<file path="src/rtl/adg_ram.sv">
module adg_ram #(
	parameter int WIDTH = 8,
	parameter int DEPTH = 16
) (
	input  logic                     clk,
	input  logic                     we,
	input  logic [$clog2(DEPTH)-1:0] waddr,
	input  logic [WIDTH-1:0]         wdata,
	input  logic                     re,
	input  logic [$clog2(DEPTH)-1:0] raddr,
	output logic [WIDTH-1:0]         rdata
);

	logic [WIDTH-1:0] mem [DEPTH];

	always_ff @(posedge clk) begin
		if (we) begin
			mem[waddr] <= wdata;
		end
		if (re) begin
			rdata <= mem[raddr];
		end
	end

endmodule

</file>
<file path="config.mk">
export PLATFORM = sky130hd
export DESIGN_NAME = adg_ram
export DESIGN_NICKNAME = d
export VERILOG_FILES = /design/src/rtl/adg_ram.sv
export SDC_FILE = /design/constraint.sdc
export NUM_CORES = 1
export LEC_CHECK = 0
export BUFFER_PORTS_ARGS = -buffer_cell sky130_fd_sc_hd__buf_2
export CAP_MARGIN = 20
export CORE_MARGIN = 2
export CORE_UTILIZATION = 45
export DETAILED_ROUTE_END_ITERATION = 6
export PLACE_DENSITY_LB_ADDON = 0.3
export SLEW_MARGIN = 0
export SYNTH_ARGS = -nofsm -noshare
export SYNTH_HDL_FRONTEND = slang
export SYNTH_SLANG_ARGS = --single-unit
</file>
<file path="constraint.sdc">
create_clock -name clk -period 2.1 [get_ports clk]
set_input_delay 0.105 -clock clk [delete_from_list [all_inputs] [get_ports clk]]
set_output_delay 0.105 -clock clk [all_outputs]
set_load 0.005 [all_outputs]
</file>
==> results.json <==
{
  "antenna_cells": 0,
  "grt_usage_pct": 17.13,
  "drive_above_1_share_pct": 31.99,
  "place_inst": 408,
  "synth_top_area_cell": "edfxtp_1",
  "worstPathRequired_ns": 2.24,
  "setup_violations": 0,
  "total_power_mw": 6.342,
  "grt_antenna_before_repair": 0,
  "critical_path.top_delay_family": "multiplexers",
  "first_pass_iters": 5,
  "grt-ovfl-total": 0,
  "worstPathArrival_ns": 1.72,
  "dp_hpwl_um": 6267,
  "placed_cell_area_um2": 5613,
  "die_area_um2": 12490,
  "postCtsResizedCells": 0,
  "crit_buf_inv": 0,
  "ys_types": 18,
  "grt_util_met1_pct": 22.85,
  "n_fill_cell": 835,
  "cts.path.max_buffers": 2,
  "wl_per_cell_um": 21.90,
  "synth_async_sr_flop_share_pct": 0,
  "synth_area_leaders": "edfxtp_1, mux4_2, mux4_1",
  "ys_seq_area_share_pct": 78.12,
  "synth_warnings": 0,
  "avgSynthCellArea_um2": 22.83,
  "max-slew-margin-rel_pct": 58.61,
  "synth_common_cells": "edfxtp_1, mux4_2, a22oi_1",
  "die_h_um": 111.8,
  "fin_skew_ns": 0.004858,
  "cts_tree": "done",
  "grt_max_degree": 29,
  "cts-root-buf": "clkbuf_16",
  "synth_most_common_cell": "edfxtp_1",
  "run_status": "finished, final reports clean",
  "cts.clk_slew.worst_paths_ns": 0.06,
  "synthesis.nets": 248,
  "rsz0062_at_grt": "false",
  "synth_edf_count": 136,
  "critical_path_class": "reg -> reg",
  "finalHoldViolCount": 0,
  "end_kind": "flop",
  "p_per_area_nw_per_um2": 1019,
  "postCtsHoldBufs": 0,
  "gp_congestion": 0.7241,
  "post-place-ws_ns": 0.3104,
  "grt_pass1_wl_um": 15190,
  "synth-seq-cells": 136,
  "ff2ff_setup_slack_ns": 0.52,
  "slowest_delay_ns": 0.54,
  "use_met2_pct": 27.19,
  "cp_max_fo": 1,
  "worst_hold_slack_ns": 0.08228,
  "tightestPinTransition_ns": 0.6186,
  "maxSlewViolCount": 0,
  "fin_setup_tns_ns": 0,
  "startpoint": "mem[1][0]",
  "crit_chain": "mux4_1, a22oi_1, nand2_1",
  "cts_setup_buffers": 0,
  "ant_nets": 0,
  "stdcell_count": 440,
  "final_area_um2": 6223,
  "start_util_pct": 45.98,
  "fin_crit_sh_pct": 75.23,
  "cts_buffers": 17,
  "max_freq_ghz": 0.6330,
  "htree_levels": 4,
  "period_minus_slack_ns": 1.580,
  "port-buffer-count": 26,
  "syn_inst": 229,
  "syn2layout_area_growth_pct": 19.05,
  "design.core.area_um2": 11370,
  "gr-usage-met3_pct": 5.553,
  "cp-start-kind": "flop",
  "grt_pass1_vias": 2546,
  "vias": 2423,
  "syn_area_um2": 5228,
  "vias_per_cell": 5.507,
  "fin_nets": 303,
  "rows": 39,
  "min-delay-start": "wdata[7]",
  "die-width_um": 111.8,
  "cts.sinks": 136,
  "grt_busiest_layer": "met2",
  "post-route-util_pct": 54.74,
  "crit_slowest_cell": "mux4_1",
  "p_leak_nw": 2.117,
  "fin_ws_ns": 0.5202,
  "hold_class": "in -> reg",
  "max_cap_violations": 0,
  "synth_top_area_share_pct": 78.12,
  "ir_drop_uv": 525.3,
  "io_pins": 27,
  "drcViolationCount": 0,
  "synth-main-ff-cell": "edfxtp_1",
  "r2r_start": "mem[1][0]",
  "routed_wl_um": 9638,
  "drtIter0Drc": 120,
  "clk_latency_ns": 0.40
}
report_power, final:
group	total [mW]	switching (mW)	leakage (nW)	internal, mW
Sequential	3.08	0.0155	1.24	3.06
Combinational	0.274	0.156	0.584	0.118
Clock	2.99	1.02	0.297	1.97
Total	6.34	1.19	2.12	5.15
kinds of logic (layout without fill, tap and decap cells):
logic type / count (synthesis) / count (layout) / synth area share, %
multiplexers: 32 / 32 / 14.79
buffers and inverters: 10 / 78 / 1.651
flip-flops: 136 / 136 / 78.12
AO/OA/AOI/OAI: 16 / 16 / 2.298
AND/OR/NAND/NOR: 35 / 35 / 3.136
per-layer routing:
layer  vias up  part of all wire (%)
met5         -                     0
met4         0                   1.1
met3         6                   4.8
met2        69                    49
met1      1257                    45
li1       1091                     -
cell usage in the layout (no fill, tap or decap), drive strengths merged:
master,instances
a22oi,16
nand3,1
nor2,13
nand3b,2
and2b,1
clkinvlp,2
nand2b,2
edfxtp,136
buf,46
and2,1
nand2,9
bufinv,4
mux4,32
clkbuf,18
nor2b,1
nor3,4
or3b,1
clkinv,8
registers in the layout, summed over array words and instances, names as in the netlist:
register	flops
mem	128
rdata	8
final cells by class:
cell class	count	area (um^2)	area share (%)
flip-flops and latches	136	4084	65.62
multi-input cells	83	1057	16.99
clock buffers	18	429.2	6.896
repair buffers	46	292.8	4.704
clock inverters	14	181.4	2.915
well taps	143	178.9	2.875
final timing paths:
| path | cells past startpoint | end |
|---|---|---|
| max reg2reg | 3 | rdata[0] |
| min | 1 | mem[7][7] |
| max | 3 | rdata[0] |
| min reg2reg | 3 | rdata[1] |
Power figures use the tool's default switching activity.
