[config.mk]
export PLATFORM = sky130hd
export DESIGN_NAME = adg_lane
export DESIGN_NICKNAME = d
export VERILOG_FILES = /design/src/rtl/adg_pkg.sv /design/src/rtl/adg_lane.sv
export SDC_FILE = /design/constraint.sdc
export NUM_CORES = 2
export LEC_CHECK = 0
export ABC_AREA = 1
export BUFFER_PORTS_ARGS = -buffer_cell sky130_fd_sc_hd__buf_2
export CORE_ASPECT_RATIO = 0.9
export CORE_MARGIN = 2
export CORE_UTILIZATION = 53
export DETAILED_ROUTE_END_ITERATION = 6
export GPL_ROUTABILITY_DRIVEN = 0
export PLACE_DENSITY = 0.68
export SYNTH_ARGS = -nofsm -noshare
export SYNTH_HDL_FRONTEND = slang
export SYNTH_SLANG_ARGS = --single-unit
export TNS_END_PERCENT = 20
[constraint.sdc]
create_clock -name clk -period 7.94 [get_ports clk]
set_input_delay 1.191 -clock clk [delete_from_list [all_inputs] [get_ports clk]]
set_output_delay 1.191 -clock clk [all_outputs]
set_load 0.1 [all_outputs]
[src/rtl/adg_pkg.sv]
package adg_pkg;

	// table geometry
	localparam int ADDR_W  = 16;
	localparam int ENTRIES = 1 << ADDR_W;

	// field widths
	localparam int GRAD_W = 32;
	localparam int SUM_W  = 48;
	localparam int WGT_W  = 36;
	localparam int QUO_W  = 37;
	localparam int ROOT_W = 25;
	localparam int GS_W   = 2 * GRAD_W + 2 * SUM_W;
	localparam int WS_W   = 2 * WGT_W;

	// commands
	localparam logic [1:0] CMD_ADD    = 2'd0;
	localparam logic [1:0] CMD_UPDATE = 2'd1;
	localparam logic [1:0] CMD_LOAD   = 2'd2;

	// register indexes
	localparam logic [2:0] REG_STEP   = 3'd0;
	localparam logic [2:0] REG_FLOOR  = 3'd1;
	localparam logic [2:0] REG_WARMUP = 3'd2;
	localparam logic [2:0] REG_LOW    = 3'd3;
	localparam logic [2:0] REG_HIGH   = 3'd4;

	// register reset values
	localparam logic [23:0]        RST_STEP   = 24'd167772;
	localparam logic [24:0]        RST_FLOOR  = 25'd1677722;
	localparam logic [15:0]        RST_WARMUP = 16'd10;
	localparam logic signed [17:0] RST_LOW    = -18'sd16384;
	localparam logic [16:0]        RST_HIGH   = 17'd16383;

	typedef enum logic [2:0] {
		ST_CLEAR,
		ST_IDLE,
		ST_READ,
		ST_EXEC,
		ST_CALC,
		ST_OUT
	} top_state_t;

	typedef enum logic [2:0] {
		LN_IDLE,
		LN_SQUARE,
		LN_SUM,
		LN_ROOT,
		LN_MUL,
		LN_DIV_INIT,
		LN_DIV,
		LN_DONE
	} lane_state_t;

	typedef struct packed {
		logic [23:0] step_size;
		logic [24:0] sum_floor;
		logic        skip;
	} lane_cfg_t;

	typedef struct packed {
		logic             done;
		logic [SUM_W-1:0] sum;
		logic             move;
		logic [QUO_W-1:0] step;
	} lane_res_t;

endpackage

[src/rtl/adg_lane.sv]
// One weight component: square, saturating sum, bit-serial root and divide.
module adg_lane (
	input  logic                                clk,
	input  logic                                arst_n,
	input  logic                                start,
	input  adg_pkg::lane_cfg_t                  cfg,
	input  logic signed [adg_pkg::GRAD_W-1:0]   grad,
	input  logic [adg_pkg::SUM_W-1:0]           sum_in,
	output adg_pkg::lane_res_t                  res
);

	adg_pkg::lane_state_t state_q, state_d;

	logic [31:0]                 mag_q;
	logic [62:0]                 prod_q;
	logic [adg_pkg::SUM_W-1:0]   sum_q;
	logic                        move_q;
	logic [47:0]                 v_q;
	logic [47:0]                 root_q;
	logic [47:0]                 bit_q;
	logic [55:0]                 num_q;
	logic [adg_pkg::ROOT_W-1:0]  div_q;
	logic [adg_pkg::QUO_W-1:0]   quo_q;
	logic [adg_pkg::ROOT_W:0]    rem_q;
	logic [5:0]                  cnt_q;

	logic [48:0]                 sum_wide;
	logic [adg_pkg::SUM_W-1:0]   sum_sat;
	logic                        move_now;
	logic [47:0]                 trial;
	logic [adg_pkg::ROOT_W:0]    rem_try;
	logic [56:0]                 dvd;

	// sum update, saturating at the top of the 48-bit range
	assign sum_wide = {1'b0, sum_q} + 49'(prod_q[62:24]);
	assign sum_sat  = sum_wide[48] ? '1 : sum_wide[47:0];
	assign move_now = !cfg.skip && (sum_sat >= 48'(cfg.sum_floor));

	assign trial   = root_q + bit_q;
	assign rem_try = {rem_q[adg_pkg::ROOT_W-1:0], quo_q[adg_pkg::QUO_W-1]};
	// rounding term of half the divisor, already scaled
	assign dvd     = 57'(num_q) + (57'(div_q) << 19);

	always_ff @(posedge clk or negedge arst_n) begin
		if (!arst_n) begin
			state_q <= adg_pkg::LN_IDLE;
		end else begin
			state_q <= state_d;
		end
	end

	always_comb begin
		state_d = state_q;
		unique case (state_q)
			adg_pkg::LN_IDLE:     if (start) state_d = adg_pkg::LN_SQUARE;
			adg_pkg::LN_SQUARE:   state_d = adg_pkg::LN_SUM;
			adg_pkg::LN_SUM:      state_d = move_now ? adg_pkg::LN_ROOT : adg_pkg::LN_DONE;
			adg_pkg::LN_ROOT:     if (bit_q[0]) state_d = adg_pkg::LN_MUL;
			adg_pkg::LN_MUL:      state_d = adg_pkg::LN_DIV_INIT;
			adg_pkg::LN_DIV_INIT: state_d = adg_pkg::LN_DIV;
			adg_pkg::LN_DIV:      if (cnt_q == 6'(adg_pkg::QUO_W - 1)) state_d = adg_pkg::LN_DONE;
			adg_pkg::LN_DONE:     state_d = adg_pkg::LN_IDLE;
			default:              state_d = adg_pkg::LN_IDLE;
		endcase
	end

	// datapath
	always_ff @(posedge clk) begin
		case (state_q)
			adg_pkg::LN_IDLE: begin
				if (start) begin
					mag_q <= grad[31] ? 32'(-grad) : 32'(grad);
					sum_q <= sum_in;
				end
			end
			adg_pkg::LN_SQUARE: begin
				prod_q <= 63'(mag_q) * 63'(mag_q);
			end
			adg_pkg::LN_SUM: begin
				sum_q  <= sum_sat;
				move_q <= move_now;
				quo_q  <= '0;
				v_q    <= sum_sat;
				root_q <= '0;
				bit_q  <= 48'h1 << 46;
			end
			adg_pkg::LN_ROOT: begin
				if (v_q >= trial) begin
					v_q    <= v_q - trial;
					root_q <= (root_q >> 1) + bit_q;
				end else begin
					root_q <= root_q >> 1;
				end
				bit_q <= bit_q >> 2;
			end
			adg_pkg::LN_MUL: begin
				div_q <= (root_q == '0) ? adg_pkg::ROOT_W'(1) : root_q[adg_pkg::ROOT_W-1:0];
				num_q <= 56'(cfg.step_size) * 56'(mag_q);
			end
			adg_pkg::LN_DIV_INIT: begin
				quo_q <= dvd[56:20];
				rem_q <= '0;
				cnt_q <= '0;
			end
			adg_pkg::LN_DIV: begin
				if (rem_try >= {1'b0, div_q}) begin
					rem_q <= rem_try - {1'b0, div_q};
					quo_q <= {quo_q[adg_pkg::QUO_W-2:0], 1'b1};
				end else begin
					rem_q <= rem_try;
					quo_q <= {quo_q[adg_pkg::QUO_W-2:0], 1'b0};
				end
				cnt_q <= cnt_q + 6'd1;
			end
			default: begin
			end
		endcase
	end

	assign res.done = (state_q == adg_pkg::LN_DONE);
	assign res.sum  = sum_q;
	assign res.move = move_q;
	assign res.step = quo_q;

endmodule

==> results_dict.tcl <==
set metrics [dict create \
    die_area_um2 163000 \
    cts_sinks 373 \
    rows 138 \
    ios 220 \
    cp-start-kind "flop" \
    grtUsageTotal_pct 30.6 \
    start_util_pct 53.6 \
    yosysMostFrequentCell "inv_1" \
    fin_crit_sh_pct 97.0 \
    yosysTopAreaCell "fa_1" \
    maxSlewViolCount 0 \
    yosysSeqAreaShare_pct 13.2 \
    critPathMaxFanout 42 \
    htree_levels 2 \
    syn-cell-area_um2 84400 \
    worst_slew_pin_slew_ps 1180 \
    antenna_found_initial 5 \
    clk_latency_ps 670 \
    timing.hold.ws_ps 308 \
    fmax_ghz 0.130 \
    path_clk_slew_ps 70 \
    rsz0062_at_grt "yes" \
    ff2ff_setup_slack_ps 240 \
    layout.nets 13200 \
    grt_pass1_wl_um 392000 \
    reg2regPathDepth 25 \
    async_flop_share_pct 0.804 \
    port_buffers 219 \
    status "finished clean" \
    grt_overflow 0 \
    maxCapViolCount 0 \
    fp.coreArea_um2 158000 \
    firstDrtPassIters 6 \
    routedWlPerCell_um 18.8 \
    synth-main-ff-cell "edfxtp_1" \
    syn_avg_cell_area_um2 7.83 \
    worst_r2r_endpoint "prod_q[51]$_DFFE_PP_" \
    root_buffer "clkbuf_16" \
    cts_tree "done" \
    clk_path_buf_depth 3 \
    vias 70300 \
    hold_class "in2async" \
    synthTopCellsByArea "fa_1 (34%), edfxtp_1 (13%), inv_1 (13%)" \
    synth_fp_nets 13100 \
    setup_viol 0 \
    hold_buffers 0 \
    drive_above_1_share_pct 5.62 \
    yosys-top-cells-count "inv_1 (2942), nand2_1 (2523), fa_1 (1454), ha_1 (684), nor2_1 (565)" \
    cts_buffers 46 \
    placed_area_um2 88300 \
    dp_hpwl_um 201000 \
    end_kind "flop" \
    syn_to_final_growth_pct 6.73 \
    cp.arrival_ps 8080 \
    drc 0 \
    critPathRequiredTime_ps 8320 \
    hold_viol 0 \
    critical_path_class "reg2reg" \
    grt_pass1_vias 72700 \
    drt-initial-drc-count 6579 \
    wirelength_um 244000 \
    grt_max_degree 73 \
    fillers 14300 \
    die_w_um 425 \
    slew_headroom_pct 20.9 \
    yosys_warnings 0 \
    ys_ff_latch 373 \
    die_y_um 383 \
    regToRegStartpoint "mag_q[13]$_DFFE_PP_" \
    postRouteAntennaNets 0 \
    synth_cell_types 61 \
    syn_inst 10800 \
    synth_edf_count 370 \
    final_cell_area_um2 90100 \
    clock_skew_ps 48.8 \
    finalCriticalPeriod_ps 7700 \
    viasPerCell 5.40 \
    synth_top_area_share_pct 34.5 \
]
-- registers in the layout, indices dropped and copies added, names as in the netlist --
signal   count
root_q      48
v_q         48
num_q       37
bit_q       24
cnt_q        6
move_q       1
quo_q       37
state_q      3
prod_q      39
div_q       25
rem_q       25
sum_q       48
mag_q       32
-- cell usage in the layout (no fill, tap or decap), types with 10 or more instances in the layout --
cell type  count
o21ai_1       41
clkbuf_16     46
nand4_1       49
nor4_1        31
buf_2        219
inv_2         10
or2_2         31
o21a_1        30
and3_1        14
ha_1         684
a31oi_1       73
a21boi_0      14
nand2_1     2521
buf_4        157
xor2_1       189
nor3_1        84
nand2_2       15
nand3_1      184
nand3b_1      11
edfxtp_1     370
a21oi_1      456
a221oi_1      10
o21ai_2       12
inv_1       2941
fa_1        1454
xnor2_1      111
nand3_2       14
nor2_2        11
buf_12        22
o21bai_1      33
a21o_1        26
nor2_1       559
o21ai_0      358
-- per-layer routing --
layer	track usage (%)	vias to the layer above	routed length, µm
li1	-	32300	-
met1	43.7	34200	104000
met2	47.8	3386	108000
met3	4.67	487	23700
met4	10.1	0	8900
met5	0	-	0
-- how the worst max path moves through the flow --
stage / start / endpoint / slack [ps]
after floorplan: mag_q[4]$_DFFE_PP_ / prod_q[49]$_DFFE_PP_ / 840
after global placement: mag_q[23]$_DFFE_PP_ / prod_q[34]$_DFFE_PP_ / 210
after detailed placement: cfg[32] / num_q[51]$_DFFE_PP_ / 110
after CTS: mag_q[23]$_DFFE_PP_ / prod_q[34]$_DFFE_PP_ / 180
after global routing: mag_q[13]$_DFFE_PP_ / prod_q[54]$_DFFE_PP_ / -0.4
final: mag_q[13]$_DFFE_PP_ / prod_q[51]$_DFFE_PP_ / 240
-- worst max-delay path, stage by stage, from the launching register on --
cell and delay [ps]:
edfxtp_1 540, buf_12 260, nand2_1 180, inv_1 70, fa_1 520, inv_1 50
fa_1 460, fa_1 490, fa_1 600, inv_1 70, fa_1 570, fa_1 450
fa_1 500, inv_1 50, fa_1 470, inv_1 40, ha_1 360, nand2_1 180
nor2_1 70, nor2_1 80, inv_1 70, a21oi_1 350, o21ai_0 220, a211oi_1 270
o21ai_0 200, xor2_1 220
-- final cells by class --
type	instances	area [µm²]	area share (%)
multi-input combinational	7105	60900	67.6
sequential	373	11200	12.4
inverter	2952	11100	12.3
timing repair buffer	401	2750	3.05
tap	2100	2630	2.92
clock buffer	53	1190	1.32
clock inverter	33	404	0.448
antenna	1	2.50	0.00278
-- per-stage QoR --
stage | utilization, % | cells | setup TNS [ps] | worst slack [ps]
2_1_floorplan | - | 10800 | 0 | 845
3_3_place_gp | 56.0 | 12900 | 0 | 210
3_5_place_dp | 56.0 | 12900 | 0 | 115
4_1_cts | 57.0 | 13000 | 0 | 179
5_1_grt | 57.2 | 13000 | -0.407 | -0.407
6_report | 57.2 | 13000 | 0 | 239
-- timing repair --
action	in CTS	in global routing
resized for setup	0	7
setup buffers	0	20
endpoints found under the setup margin	0	32
-- cells by family after synthesis --
| kind of cell | count (synthesis) | synth area share [%] |
|---|---|---|
| AO/OA/AOI/OAI | 1117 | 7.38 |
| XOR/XNOR | 301 | 3.12 |
| adder cells (fa/ha/maj) | 2138 | 44.6 |
| buffers and inverters | 3306 | 14.8 |
| flip-flops | 373 | 13.2 |
| AND/OR/NAND/NOR | 3549 | 16.9 |
Power is not shown: default switching activity piles up to over one toggle a cycle in this logic, so the estimate is an artifact.
